`config.mk`:
```
export PLATFORM = sky130hd
export DESIGN_NAME = array_set_table_top
export DESIGN_NICKNAME = d
export VERILOG_FILES = /design/src/hw/rtl/ast_pkg.sv /design/src/hw/rtl/array_set_table_top.sv /design/src/hw/rtl/ast_cell.sv
export SDC_FILE = /design/constraint.sdc
export NUM_CORES = 2
export LEC_CHECK = 0
export BUFFER_PORTS_ARGS = -buffer_cell sky130_fd_sc_hd__buf_2
export CORE_MARGIN = 3
export CORE_UTILIZATION = 55
export CTS_CLUSTER_DIAMETER = 40
export DETAILED_ROUTE_END_ITERATION = 6
export PLACE_DENSITY = 0.71
export SETUP_SLACK_MARGIN = 0.05
export SYNTH_ARGS = -nofsm -noshare
export SYNTH_HDL_FRONTEND = slang
export SYNTH_HIERARCHICAL = 1
export SYNTH_SLANG_ARGS = --single-unit
```
`constraint.sdc`:
```
create_clock -name clk -period 22.6 [get_ports clk]
set_input_delay 3.39 -clock clk [delete_from_list [all_inputs] [get_ports clk]]
set_output_delay 3.39 -clock clk [all_outputs]
set_load 0.005 [all_outputs]
```
`src/hw/rtl/ast_pkg.sv`:
```
// Shared constants, request/status codes and the cell control bus for the set store.
package ast_pkg;

  // Store geometry
  localparam int CAPACITY = 64;
  localparam int ELEM_W   = 16;
  localparam int CNT_W    = $clog2(CAPACITY + 1);

  // Fixed field widths of the ports
  localparam int REQ_W     = 2;
  localparam int VAL_W     = 16;
  localparam int STATUS_W  = 2;
  localparam int OUT_CNT_W = 7;

  // Request codes
  localparam logic [REQ_W-1:0] REQ_ADD    = 2'd0;
  localparam logic [REQ_W-1:0] REQ_REMOVE = 2'd1;
  localparam logic [REQ_W-1:0] REQ_QUERY  = 2'd2;

  // Status codes
  localparam logic [STATUS_W-1:0] ST_OK     = 2'd0;
  localparam logic [STATUS_W-1:0] ST_ABSENT = 2'd1;
  localparam logic [STATUS_W-1:0] ST_FULL   = 2'd2;

  // Control broadcast from the sequencer to every cell
  typedef struct packed {
    logic              cmp;        // compare phase
    logic              exec;       // update phase
    logic [REQ_W-1:0]  req;
    logic [ELEM_W-1:0] value;
    logic [CNT_W-1:0]  count;
    logic              full;
    logic              any_match;  // some held entry matched
  } cell_bus_t;

endpackage

```
`src/hw/rtl/array_set_table_top.sv`:
```
// Top level of the unsorted bounded set store: sequencer plus the chain of entry cells.
//
// Usage:
//   Input channel: drive in_req_type (0 add, 1 remove, 2 query) and in_elem_value
//   with start high; the transaction is taken at a rising edge where busy is low.
//   Result channel: out_valid is high for exactly one cycle with out_status,
//   out_found and out_entry_count; the receiver must take it then, it cannot stall.
// Sequence: an accepted transaction passes the compare state and the update state,
//   and the result strobe is registered at the end of the update state. In the
//   compare state every cell compares its entry; in the update state the last match
//   is resolved through the neighbor ripple and all cells shift or append at once.
//   busy stays high until then, so no new transaction is taken while one is in work;
//   busy drops in the cycle the result is shown, so the next transaction can be
//   taken at the same edge that ends the result cycle.
// Reset (rst_n low, synchronous): count goes to zero, the sequencer idles and no
//   result is shown. Entry contents are not cleared; only entries below the count
//   are ever compared.
// Adds beyond the capacity report full and are dropped; a remove with no match
//   reports not present and changes nothing.
module array_set_table_top (
  input  logic                               clk,
  input  logic                               rst_n,
  input  logic                               start,
  output logic                               busy,
  input  logic [ast_pkg::REQ_W-1:0]          in_req_type,
  input  logic [ast_pkg::VAL_W-1:0]          in_elem_value,
  output logic                               out_valid,
  output logic [ast_pkg::STATUS_W-1:0]       out_status,
  output logic                               out_found,
  output logic [ast_pkg::OUT_CNT_W-1:0]      out_entry_count
);

  typedef enum logic [1:0] {S_IDLE, S_CMP, S_EXEC} state_t;

  state_t                          state_r;
  logic [ast_pkg::REQ_W-1:0]       req_r;
  logic [ast_pkg::ELEM_W-1:0]      value_r;
  logic [ast_pkg::CNT_W-1:0]       count_r;
  logic [ast_pkg::CNT_W-1:0]       count_nxt;
  logic                            out_valid_r;
  logic [ast_pkg::STATUS_W-1:0]    out_status_r;
  logic [ast_pkg::STATUS_W-1:0]    status_nxt;
  logic                            out_found_r;
  logic                            found_nxt;
  logic [ast_pkg::OUT_CNT_W-1:0]   out_count_r;
  logic                            accept;
  logic                            full;
  ast_pkg::cell_bus_t              bus;

  logic [ast_pkg::ELEM_W-1:0]      entry_q [ast_pkg::CAPACITY];
  logic [ast_pkg::CAPACITY:0]      above;

  assign accept = start && (state_r == S_IDLE);
  assign full   = (count_r >= ast_pkg::CNT_W'(ast_pkg::CAPACITY));

  // Control broadcast to the cells
  always_comb begin
    bus.cmp       = (state_r == S_CMP);
    bus.exec      = (state_r == S_EXEC);
    bus.req       = req_r;
    bus.value     = value_r;
    bus.count     = count_r;
    bus.full      = full;
    bus.any_match = above[0];
  end

  // Cell chain; the top cell has no upper neighbor
  assign above[ast_pkg::CAPACITY] = 1'b0;

  for (genvar i = 0; i < ast_pkg::CAPACITY; i++) begin : g_cell
    logic [ast_pkg::ELEM_W-1:0] nb_entry;
    if (i == ast_pkg::CAPACITY - 1) begin : g_top
      assign nb_entry = entry_q[i];
    end else begin : g_mid
      assign nb_entry = entry_q[i+1];
    end
    ast_cell u_cell (
      .clk        (clk),
      .idx        (ast_pkg::CNT_W'(i)),
      .bus        (bus),
      .next_entry (nb_entry),
      .above_in   (above[i+1]),
      .entry      (entry_q[i]),
      .above_out  (above[i])
    );
  end

  // Result and count for the transaction in the update phase
  always_comb begin
    count_nxt  = count_r;
    status_nxt = ast_pkg::ST_OK;
    found_nxt  = 1'b0;
    case (req_r)
      ast_pkg::REQ_ADD: begin
        if (full) begin
          status_nxt = ast_pkg::ST_FULL;
        end else begin
          count_nxt = count_r + 1'b1;
        end
      end
      ast_pkg::REQ_REMOVE: begin
        if (above[0]) begin
          count_nxt = count_r - 1'b1;
        end else begin
          status_nxt = ast_pkg::ST_ABSENT;
        end
      end
      ast_pkg::REQ_QUERY: begin
        found_nxt = above[0];
      end
      default: begin
        status_nxt = ast_pkg::ST_OK;
      end
    endcase
  end

  // Sequencer, count and registered result
  always_ff @(posedge clk) begin
    if (!rst_n) begin
      state_r     <= S_IDLE;
      count_r     <= '0;
      out_valid_r <= 1'b0;
    end else begin
      out_valid_r <= 1'b0;
      case (state_r)
        S_IDLE: begin
          if (accept) begin
            state_r <= S_CMP;
          end
        end
        S_CMP: begin
          state_r <= S_EXEC;
        end
        S_EXEC: begin
          state_r     <= S_IDLE;
          count_r     <= count_nxt;
          out_valid_r <= 1'b1;
        end
        default: begin
          state_r <= S_IDLE;
        end
      endcase
    end
  end

  // Payload registers
  always_ff @(posedge clk) begin
    if (accept) begin
      req_r   <= in_req_type;
      value_r <= in_elem_value[ast_pkg::ELEM_W-1:0];
    end
    if (state_r == S_EXEC) begin
      out_status_r <= status_nxt;
      out_found_r  <= found_nxt;
      out_count_r  <= ast_pkg::OUT_CNT_W'(count_nxt);
    end
  end

  assign busy            = (state_r != S_IDLE);
  assign out_valid       = out_valid_r;
  assign out_status      = out_status_r;
  assign out_found       = out_found_r;
  assign out_entry_count = out_count_r;

  // Checks
  a_count_bound: assert property (@(posedge clk) disable iff (!rst_n)
    count_r <= ast_pkg::CNT_W'(ast_pkg::CAPACITY))
    else $error("entry count above capacity");

  a_strobe_after_exec: assert property (@(posedge clk) disable iff (!rst_n)
    (state_r == S_EXEC) |=> out_valid)
    else $error("update phase without result strobe");

  a_accept_busy: assert property (@(posedge clk) disable iff (!rst_n)
    accept |=> busy && !out_valid)
    else $error("accepted transaction did not raise busy");

  a_full_status: assert property (@(posedge clk) disable iff (!rst_n)
    (out_valid && (out_status == ast_pkg::ST_FULL)) |->
      (count_r == ast_pkg::CNT_W'(ast_pkg::CAPACITY)))
    else $error("full status reported below capacity");

  a_found_ok: assert property (@(posedge clk) disable iff (!rst_n)
    (out_valid && out_found) |-> (out_status == ast_pkg::ST_OK) && (req_r == ast_pkg::REQ_QUERY))
    else $error("found flag on a non-query result");

endmodule

```
`src/hw/rtl/ast_cell.sv`:
```
// One storage cell of the set chain: holds an entry, compares it and shifts from its upper neighbor.
module ast_cell (
  input  logic                            clk,
  input  logic [ast_pkg::CNT_W-1:0]       idx,
  input  ast_pkg::cell_bus_t              bus,
  input  logic [ast_pkg::ELEM_W-1:0]      next_entry,
  input  logic                            above_in,
  output logic [ast_pkg::ELEM_W-1:0]      entry,
  output logic                            above_out
);

  logic [ast_pkg::ELEM_W-1:0] entry_r;
  logic [ast_pkg::ELEM_W-1:0] entry_nxt;
  logic                       match_r;
  logic                       match_nxt;
  logic                       in_use;

  assign in_use = (idx < bus.count);

  // Match flag: valid entry equal to the request value
  always_comb begin
    match_nxt = match_r;
    if (bus.cmp) begin
      match_nxt = in_use && (entry_r == bus.value);
    end
  end

  // Entry update: append at the tail, or shift down at and above the last match
  always_comb begin
    entry_nxt = entry_r;
    if (bus.exec) begin
      if ((bus.req == ast_pkg::REQ_ADD) && !bus.full && (idx == bus.count)) begin
        entry_nxt = bus.value;
      end else if ((bus.req == ast_pkg::REQ_REMOVE) && bus.any_match && !above_in) begin
        entry_nxt = next_entry;
      end
    end
  end

  always_ff @(posedge clk) begin
    entry_r <= entry_nxt;
    match_r <= match_nxt;
  end

  // Ripple toward cell zero: a match exists at this cell or above
  assign above_out = above_in | match_r;
  assign entry     = entry_r;

endmodule

```
== Yosys cells after proc, flatten, opt, wreduce, memory -nomap -nowiden ==
Cells that the tools add are included.
Word-level totals
  output and inout port bits: 12
  bits in registers: 1126
  logic and storage cells: 922
Operators by class
  $lt $le $gt $ge: 65
  multiplexer cells: 135
  add/sub/neg operators: 2
  equality and inequality tests: 132
  reduce and logical (&&, ||, !) cells: 389
  bitwise logic cells: 63
Operator list (count)
  2-to-1 mux 16 bit: 126
  == test 16 bit: 64
  == test 6 x 7 -> 1 bit (first input constant): 32
  < comparator 6 x 7 -> 1 bit (first input constant): 32
  logical AND 1 bit: 194
  AND reduction 2 bit: 64
  nonzero test 2 bit: 64
  == test 5 x 7 -> 1 bit (first input constant): 16
  < comparator 5 x 7 -> 1 bit (first input constant): 16
  logical NOT 1 bit: 64
  bitwise OR 1 bit: 63
  == test 4 x 7 -> 1 bit (first input constant): 8
  < comparator 4 x 7 -> 1 bit (first input constant): 8
  == test 3 x 7 -> 1 bit (first input constant): 4
  < comparator 3 x 7 -> 1 bit (first input constant): 4
  == test 2 x 7 -> 1 bit (first input constant): 2
  < comparator 1 x 7 -> 1 bit (first input constant): 2
  < comparator 2 x 7 -> 1 bit (first input constant): 2
  2-to-1 mux 7 bit: 2
  one-hot mux 7 bit (2 select lines): 1
  one-hot mux 2 bit (2 select lines): 2
  adder 7 x 1 -> 7 bit (second input constant): 1
  == test 1 x 7 -> 1 bit (first input constant): 1
  >= comparator 7 bit (second input constant): 1
  other kinds (8): 13

== Depth between registers and ports, before layout ==
  word-level depth: 67
  mapped depth: 69
  gate-level depth less buffers: 68

== By module ==
The synthesis kept the hierarchy.
By module, submodules not included
  ast_cell (g_cell[34].u_cell ...): area an instance 1132.3 sq um, times used 37, cells an instance 84
  ast_cell (g_cell[0].u_cell ...): area an instance 1137.3 sq um, times used 26, cells an instance 84
  array_set_table_top: area an instance 1544.0 sq um, times used 1, cells an instance 121
  ast_cell (g_cell[1].u_cell): area an instance 1147.4 sq um, times used 1, cells an instance 87

== Worst setup path after synthesis ==
OpenSTA, ideal clock, no wires.
  path kind: register to register
  from: register g_cell[63].u_cell.match_r
  to: register g_cell[34].u_cell.entry_r (netlist bit g_cell[34].u_cell/entry[0]) (enable)
  data arrival time: 18736 ps
  stages on the path, launching flop included: 67
  setup slack: 3415 ps
  cells stage by stage: edfxtp_1 or2_2 or2_2 or2_2 or2_2 or2_2 or2_2 or2_2 or2_2 or2_2 or2_2 or2_2 or2_2 or2_2 or2_2 or2_2 or2_2 or2_2 [... 31 more ...] or2_2 or2_2 or2_2 or2_2 or2_2 or2_2 or2_2 or2_2 or2_2 or2_2 or2_2 or2_2 or2_2 or2_2 or2_2 or2_2 or4bb_1 a21boi_0
On the way
  cells in the longest elaborated chain, start to end: 67
  elaborated cells between the ends (all ways): 68
  classes of those cells: bitwise: 63; reduce/logical: 5
RTL lines
  from (decl): line ast_cell.sv:14  | logic match_r;
  from (signal assigned): line ast_cell.sv:42  | match_r <= match_nxt;
  bitwise OR 1 bit: line ast_cell.sv:46  | assign above_out = above_in | match_r;
  net above, one bit: line array_set_table_top.sv:51  | logic [ast_pkg::CAPACITY:0] above;
  bitwise OR 1 bit: line ast_cell.sv:46
  net above, one bit: line array_set_table_top.sv:51
  bitwise OR 1 bit: line ast_cell.sv:46
  net above, one bit: line array_set_table_top.sv:51
  bitwise OR 1 bit: line ast_cell.sv:46
  net above, one bit: line array_set_table_top.sv:51
  [... 1 more ...]
  net above, one bit: line array_set_table_top.sv:51
  [... 1 more ...]
  net above, one bit: line array_set_table_top.sv:51
  [... 1 more ...]
  net above, one bit: line array_set_table_top.sv:51
  [... 1 more ...]
  net above, one bit: line array_set_table_top.sv:51
  [... 1 more ...]
  net above, one bit: line array_set_table_top.sv:51
  [... 1 more ...]
  net above, one bit: line array_set_table_top.sv:51
  [... 1 more ...]
  net above, one bit: line array_set_table_top.sv:51
  [... 1 more ...]
  net above, one bit: line array_set_table_top.sv:51
  [... 1 more ...]
  net above, one bit: line array_set_table_top.sv:51
  [... 1 more ...]
  net above, one bit: line array_set_table_top.sv:51
  [... 1 more ...]
  net above, one bit: line array_set_table_top.sv:51
  [... 1 more ...]
  net above, one bit: line array_set_table_top.sv:51
  [... 1 more ...]
  net above, one bit: line array_set_table_top.sv:51
  [... 1 more ...]
  net above, one bit: line array_set_table_top.sv:51
  [... 1 more ...]
  net above, one bit: line array_set_table_top.sv:51
  [... 1 more ...]
  net above, one bit: line array_set_table_top.sv:51
  [... 1 more ...]
  net above, one bit: line array_set_table_top.sv:51
  [... 1 more ...]
  net above, one bit: line array_set_table_top.sv:51
  [... 1 more ...]
  net above, one bit: line array_set_table_top.sv:51
  [... 1 more ...]
  net above, one bit: line array_set_table_top.sv:51
  [... 1 more ...]
  net above, one bit: line array_set_table_top.sv:51
  [... 1 more ...]
  net above, one bit: line array_set_table_top.sv:51
  [... 1 more ...]
  net above, one bit: line array_set_table_top.sv:51
  [... 1 more ...]
  net above, one bit: line array_set_table_top.sv:51
  [... 1 more ...]
  net above, one bit: line array_set_table_top.sv:51
  [... 1 more ...]
  net above, one bit: line array_set_table_top.sv:51
  [... 1 more ...]
  net above, one bit: line array_set_table_top.sv:51
  [... 1 more ...]
  net above, one bit: line array_set_table_top.sv:51
  [... 1 more ...]
  net above, one bit: line array_set_table_top.sv:51
  [... 1 more ...]
  net above, one bit: line array_set_table_top.sv:51
  [... 1 more ...]
  net above, one bit: line array_set_table_top.sv:51
  [... 1 more ...]
  net above, one bit: line array_set_table_top.sv:51
  [... 1 more ...]
  net above, one bit: line array_set_table_top.sv:51
  [... 1 more ...]
  net above, one bit: line array_set_table_top.sv:51
  [... 1 more ...]
  net above, one bit: line array_set_table_top.sv:51
  [... 1 more ...]
  net above, one bit: line array_set_table_top.sv:51
  [... 1 more ...]
  net above, one bit: line array_set_table_top.sv:51
  [... 1 more ...]
  net above, one bit: line array_set_table_top.sv:51
  [... 1 more ...]
  net above, one bit: line array_set_table_top.sv:51
  [... 1 more ...]
  net above, one bit: line array_set_table_top.sv:51
  [... 1 more ...]
  net above, one bit: line array_set_table_top.sv:51
  [... 1 more ...]
  net above, one bit: line array_set_table_top.sv:51
  [... 1 more ...]
  net above, one bit: line array_set_table_top.sv:51
  [... 1 more ...]
  net above, one bit: line array_set_table_top.sv:51
  [... 1 more ...]
  net above, one bit: line array_set_table_top.sv:51
  [... 1 more ...]
  net above, one bit: line array_set_table_top.sv:51
  [... 1 more ...]
  net above, one bit: line array_set_table_top.sv:51
  [... 1 more ...]
  net above, one bit: line array_set_table_top.sv:51
  [... 1 more ...]
  net above, one bit: line array_set_table_top.sv:51
  [... 1 more ...]
  net above, one bit: line array_set_table_top.sv:51
  [... 1 more ...]
  net above, one bit: line array_set_table_top.sv:51
  [... 1 more ...]
  net above, one bit: line array_set_table_top.sv:51
  [... 1 more ...]
  net above, one bit: line array_set_table_top.sv:51
  [... 1 more ...]
  net above, one bit: line array_set_table_top.sv:51
  [... 1 more ...]
  net above, one bit: line array_set_table_top.sv:51
  [... 1 more ...]
  net above, one bit: line array_set_table_top.sv:51
  [... 1 more ...]
  net above, one bit: line array_set_table_top.sv:51
  bitwise OR 1 bit: line ast_cell.sv:46
  net above, one bit: line array_set_table_top.sv:51
  bitwise OR 1 bit: line ast_cell.sv:46
  net above, one bit: line array_set_table_top.sv:51
  logical AND 1 bit (2 in series): line ast_cell.sv:34  | end else if ((bus.req == ast_pkg::REQ_REMOVE) && bus.any_match && !above_in) begin
  nonzero test 2 bit (no source line)
  AND reduction 2 bit (no source line)
  to (signal assigned): line ast_cell.sv:41  | entry_r <= entry_nxt;
  to (decl): line ast_cell.sv:12  | logic [ast_pkg::ELEM_W-1:0] entry_r;
The timed path passes the listed nets, and every way through them passes these cells.
A chain may end at the register's enable or synchronous reset.

== Worst setup path after layout ==
  from: register g_cell[63].u_cell.match_r
  to: register out_count_r (netlist bit out_entry_count[4]) (data pin)
On the way
  cells in the longest elaborated chain, start to end: 65
RTL lines
  bitwise OR 1 bit: line ast_cell.sv:46
  net above, one bit: line array_set_table_top.sv:51
  bitwise OR 1 bit: line ast_cell.sv:46
  net above, one bit: line array_set_table_top.sv:51
  bitwise OR 1 bit: line ast_cell.sv:46
  net above, one bit: line array_set_table_top.sv:51
  bitwise OR 1 bit: line ast_cell.sv:46
  net above, one bit: line array_set_table_top.sv:51
  [... 1 more ...]
  net above, one bit: line array_set_table_top.sv:51
  [... 1 more ...]
  net above, one bit: line array_set_table_top.sv:51
  [... 1 more ...]
  net above, one bit: line array_set_table_top.sv:51
  [... 1 more ...]
  net above, one bit: line array_set_table_top.sv:51
  [... 1 more ...]
  net above, one bit: line array_set_table_top.sv:51
  [... 1 more ...]
  net above, one bit: line array_set_table_top.sv:51
  [... 1 more ...]
  net above, one bit: line array_set_table_top.sv:51
  [... 1 more ...]
  net above, one bit: line array_set_table_top.sv:51
  [... 1 more ...]
  net above, one bit: line array_set_table_top.sv:51
  [... 1 more ...]
  net above, one bit: line array_set_table_top.sv:51
  [... 1 more ...]
  net above, one bit: line array_set_table_top.sv:51
  [... 1 more ...]
  net above, one bit: line array_set_table_top.sv:51
  [... 1 more ...]
  net above, one bit: line array_set_table_top.sv:51
  [... 1 more ...]
  net above, one bit: line array_set_table_top.sv:51
  [... 1 more ...]
  net above, one bit: line array_set_table_top.sv:51
  [... 1 more ...]
  net above, one bit: line array_set_table_top.sv:51
  [... 1 more ...]
  net above, one bit: line array_set_table_top.sv:51
  [... 1 more ...]
  net above, one bit: line array_set_table_top.sv:51
  [... 1 more ...]
  net above, one bit: line array_set_table_top.sv:51
  [... 1 more ...]
  net above, one bit: line array_set_table_top.sv:51
  [... 1 more ...]
  net above, one bit: line array_set_table_top.sv:51
  [... 1 more ...]
  net above, one bit: line array_set_table_top.sv:51
  [... 1 more ...]
  net above, one bit: line array_set_table_top.sv:51
  [... 1 more ...]
  net above, one bit: line array_set_table_top.sv:51
  [... 1 more ...]
  net above, one bit: line array_set_table_top.sv:51
  [... 1 more ...]
  net above, one bit: line array_set_table_top.sv:51
  [... 1 more ...]
  net above, one bit: line array_set_table_top.sv:51
  [... 1 more ...]
  net above, one bit: line array_set_table_top.sv:51
  [... 1 more ...]
  net above, one bit: line array_set_table_top.sv:51
  [... 1 more ...]
  net above, one bit: line array_set_table_top.sv:51
  [... 1 more ...]
  net above, one bit: line array_set_table_top.sv:51
  [... 1 more ...]
  net above, one bit: line array_set_table_top.sv:51
  [... 1 more ...]
  net above, one bit: line array_set_table_top.sv:51
  [... 1 more ...]
  net above, one bit: line array_set_table_top.sv:51
  [... 1 more ...]
  net above, one bit: line array_set_table_top.sv:51
  [... 1 more ...]
  net above, one bit: line array_set_table_top.sv:51
  [... 1 more ...]
  net above, one bit: line array_set_table_top.sv:51
  [... 1 more ...]
  net above, one bit: line array_set_table_top.sv:51
  [... 1 more ...]
  net above, one bit: line array_set_table_top.sv:51
  [... 1 more ...]
  net above, one bit: line array_set_table_top.sv:51
  [... 1 more ...]
  net above, one bit: line array_set_table_top.sv:51
  [... 1 more ...]
  net above, one bit: line array_set_table_top.sv:51
  [... 1 more ...]
  net above, one bit: line array_set_table_top.sv:51
  [... 1 more ...]
  net above, one bit: line array_set_table_top.sv:51
  [... 1 more ...]
  net above, one bit: line array_set_table_top.sv:51
  [... 1 more ...]
  net above, one bit: line array_set_table_top.sv:51
  [... 1 more ...]
  net above, one bit: line array_set_table_top.sv:51
  [... 1 more ...]
  net above, one bit: line array_set_table_top.sv:51
  [... 1 more ...]
  net above, one bit: line array_set_table_top.sv:51
  [... 1 more ...]
  net above, one bit: line array_set_table_top.sv:51
  [... 1 more ...]
  net above, one bit: line array_set_table_top.sv:51
  [... 1 more ...]
  net above, one bit: line array_set_table_top.sv:51
  [... 1 more ...]
  net above, one bit: line array_set_table_top.sv:51
  [... 1 more ...]
  net above, one bit: line array_set_table_top.sv:51
  [... 1 more ...]
  net above, one bit: line array_set_table_top.sv:51
  [... 1 more ...]
  net above, one bit: line array_set_table_top.sv:51
  [... 1 more ...]
  net above, one bit: line array_set_table_top.sv:51
  bitwise OR 1 bit: line ast_cell.sv:46
  net above, one bit: line array_set_table_top.sv:51
  bitwise OR 1 bit: line ast_cell.sv:46
  net above, one bit: line array_set_table_top.sv:51
  2-to-1 mux 7 bit: line array_set_table_top.sv:102  | if (above[0]) begin
  one-hot mux 7 bit (2 select lines): line array_set_table_top.sv:93  | case (req_r)
  net count_nxt, one bit: line array_set_table_top.sv:39  | logic [ast_pkg::CNT_W-1:0] count_nxt;
  to (signal assigned): line array_set_table_top.sv:155  | out_count_r <= ast_pkg::OUT_CNT_W'(count_nxt);
  to (decl): line array_set_table_top.sv:45  | logic [ast_pkg::OUT_CNT_W-1:0] out_count_r;
The timed path passes the listed nets, and every way through them passes these cells.

==> metrics <==
DR iter-0 viols=around 3,000; Synth top area share=45.2%; xor/xnor cell area share of the yosys netlist=12.2%; WL met3=about 7 mm; Fin. Hold Viols=0; most frequent cell after synthesis=edfxtp_1; Critical Path AT=~21 ns; Final Skew=approximately 0.035 ns; # hold bufs at CTS=0; Buffers on Ports=32; CTS Buf Count=161; vias in the first global route=46,491; Post-CTS Setup Bufs=0; Die Area=around 0.14 sq mm; slowest stage delay, CP=0.54 ns; synth warn=6; WL met2=79.2 mm; pin count of the biggest net entering global routing=134; Main synth FF type=edfxtp_1; period utilization=91.6%; Post-synth EDFFs=1,116; layout cell share with drive strength beyond 1=25.3%; Final Critical Period=20.70 ns; placer congestion estimate=about 0.8; Num Clock Sinks=~1,100; placement row count=134; Antenna Cells=0; DR top layer=met4; post-synthesis cell type count=47; Avg Cell Area, Syn=13.5 sq um; routed via count=~45,000; Slew headroom=13.9%; PwrDens=62.6 mW/mm^2; synthesized area=0.0742 sq mm; run status=complete, no violations; area leader, netlist=edfxtp_1; Mapped Cells=5,500; die width=373 um; Compound-Gate Fraction of Synth Area=3.07%; CP dominant cell by count=or2_2; chip height=373 um; Initial Util=55.5%; Least-Margin Pin Slew=1.28 ns; maxcap violations=0; Clock transition at path regs=around 0.060 ns; drt via density=~5.6; slowest CP cell=or2_4; Max FO, Critical Path=67; CTS tree=done; first-pass GRT wire length=258 mm; Core Area=approximately 0.13 sq mm; post-synthesis mux area share=a little under a fifth; Final HPWL DP=102 mm; Top Ports=33; Post-synth top cells=edfxtp_1 (1,116), xor2_1 (886), mux2_4 (576), inv_1 (455), ha_1 (450); Crit path required time=23.11 ns; drt first pass iters=5; Seq/Total Area, Yosys=roughly 45%; GRT overflow=0; Seq cells post-synth=1,126; Post-Synth Simple-Gate Area=8.74%; critical path class=register to register; worst skew pair latency=a little under 0.8 ns; ANT nets after route=0; Final Core Density=62.2%; worst IR drop on VDD=83.5 uV; Async SR Flop Fraction=0%; post-DR wirelength/cell=between 20 and 25 um; # resized after CTS=0; Final Max Slew Viols=0; largest family of logic cells by synthesized area=multiplexers; Synth area leaders=edfxtp_1 (45%), mux2_4 (12%), xor2_1 (10%); Synth Area in Adders=7.59%; number of antenna violations at the first check in global routing=1; Achievable Freq=a little under 0.05 GHz; DRC errors left=0; RSZ-0062 raised after global routing=no; Metal-1 WL=between 70 and 80 mm; crit start category=register; root buf cell=clkbuf_16; count of final setup violators=0; CTS H-Tree Depth=4; TNS Setup=0 ns; synthesis-to-layout area growth=12.1%; Hold Crit Class=register to register; GRT Total Usage=23.2%; Post-Route WL=163 mm; Worst setup EP type=register; clock tree buffer depth=3; Nets=~6,600; Leak=30.4 nW
## critical path, delay by kind of cell (launching register included)
kind	cells	cell delay, ns
xor gates and xnor gates	1	0.14
DFF	1	0.35
and+or+nand+nor	67	19.79
## report_power, final
group	leakage, nW	internal (W)	switching [W]	total [W]
Combinational	18.2	0.000143	0.000264	0.000407
Sequential	9.49	0.00227	0.00000942	0.00228
Clock	2.63	0.00152	0.000991	0.00251
Total	30.4	0.00394	0.00126	0.00521
## flip-flops by register name (all words and copies together) (netlist names)
name,flops
g_cell.u_cell/entry,1024
g_cell.u_cell/match_r,64
value_r,16
count_r,7
out_entry_count,7
out_status,2
req_r,2
state_r,2
out_found,1
out_valid,1
## per-layer routing
metal | vias up | global-route usage (%)
li1 | 21411 | -
met2 | 1018 | 39.6
met3 | 267 | 3.31
met1 | 22401 | 30.8
met4 | 0 | 6.95
met5 | - | 0
## final timing paths
kind / from / slack (ns) / end / cells after the start
setup / recovery: g_cell[63].u_cell/match_r$_DFFE_PP_ / 1.90 / out_entry_count[4]$_DFFE_PP_ / 68
hold / removal: g_cell[23].u_cell/entry[6]$_DFFE_PP_ / 0.58 / g_cell[22].u_cell/entry[6]$_DFFE_PP_ / 1
setup reg to reg: g_cell[63].u_cell/match_r$_DFFE_PP_ / 1.90 / out_entry_count[4]$_DFFE_PP_ / 68
hold reg to reg: g_cell[23].u_cell/entry[6]$_DFFE_PP_ / 0.58 / g_cell[22].u_cell/entry[6]$_DFFE_PP_ / 1
## metrics by stage
step                hold slack, ns  cells  instance area, sq um  setup slack, ns  total power [W]
CTS                          0.589   8049                 83100             1.86          0.00524
global route                 0.606   8049                 83100             1.35          0.00539
finish                       0.584   8049                 83100             1.90          0.00521
floorplan                    0.572   5948                 75800             3.42          0.00261
global placement             0.583   7753                 77700             2.04          0.00271
detailed placement           0.588   7753                 77700             1.98          0.00272
## cell families after synthesis
group	Yosys count
buffers and inverters	559
other	2
and+or+nand+nor	946
AOI/OAI and AO/OA	358
DFF	1126
muxes	1029
xor gates and xnor gates	1030
adders and majority gates	450
## area by class of cell
| class | count | area, sq um |
|---|---|---|
| well taps | 1768 | 2210 |
| clock inverters | 119 | 1320 |
| inverters | 455 | 1710 |
| fillers | 10169 | 50500 |
| clock buffers | 177 | 4130 |
| multi-input cells | 4263 | 38900 |
| flip-flops and latches | 1126 | 33700 |
| repair buffers | 141 | 1140 |
## cells in the final DEF, fill, tap and decap left out, types with 42 or more instances in the layout
| cell type | netlist | final |
|---|---|---|
| inv_1 | 455 | 454 |
| nand3_1 | 58 | 58 |
| nand4_1 | 179 | 179 |
| xnor2_1 | 144 | 144 |
| xor2_1 | 886 | 886 |
| nor4_1 | 192 | 192 |
| a21oi_1 | 169 | 169 |
| conb_1 | 2 | 450 |
| ha_1 | 450 | 450 |
| buf_4 | 0 | 96 |
| clkbuf_16 | 0 | 163 |
| nor2_1 | 70 | 69 |
| nor3_1 | 66 | 66 |
| mux2_2 | 448 | 448 |
| mux2_4 | 576 | 576 |
| or2_2 | 65 | 64 |
| nand2_1 | 42 | 42 |
| edfxtp_1 | 1116 | 1116 |
No activity file was read; power rests on OpenSTA's default activity.
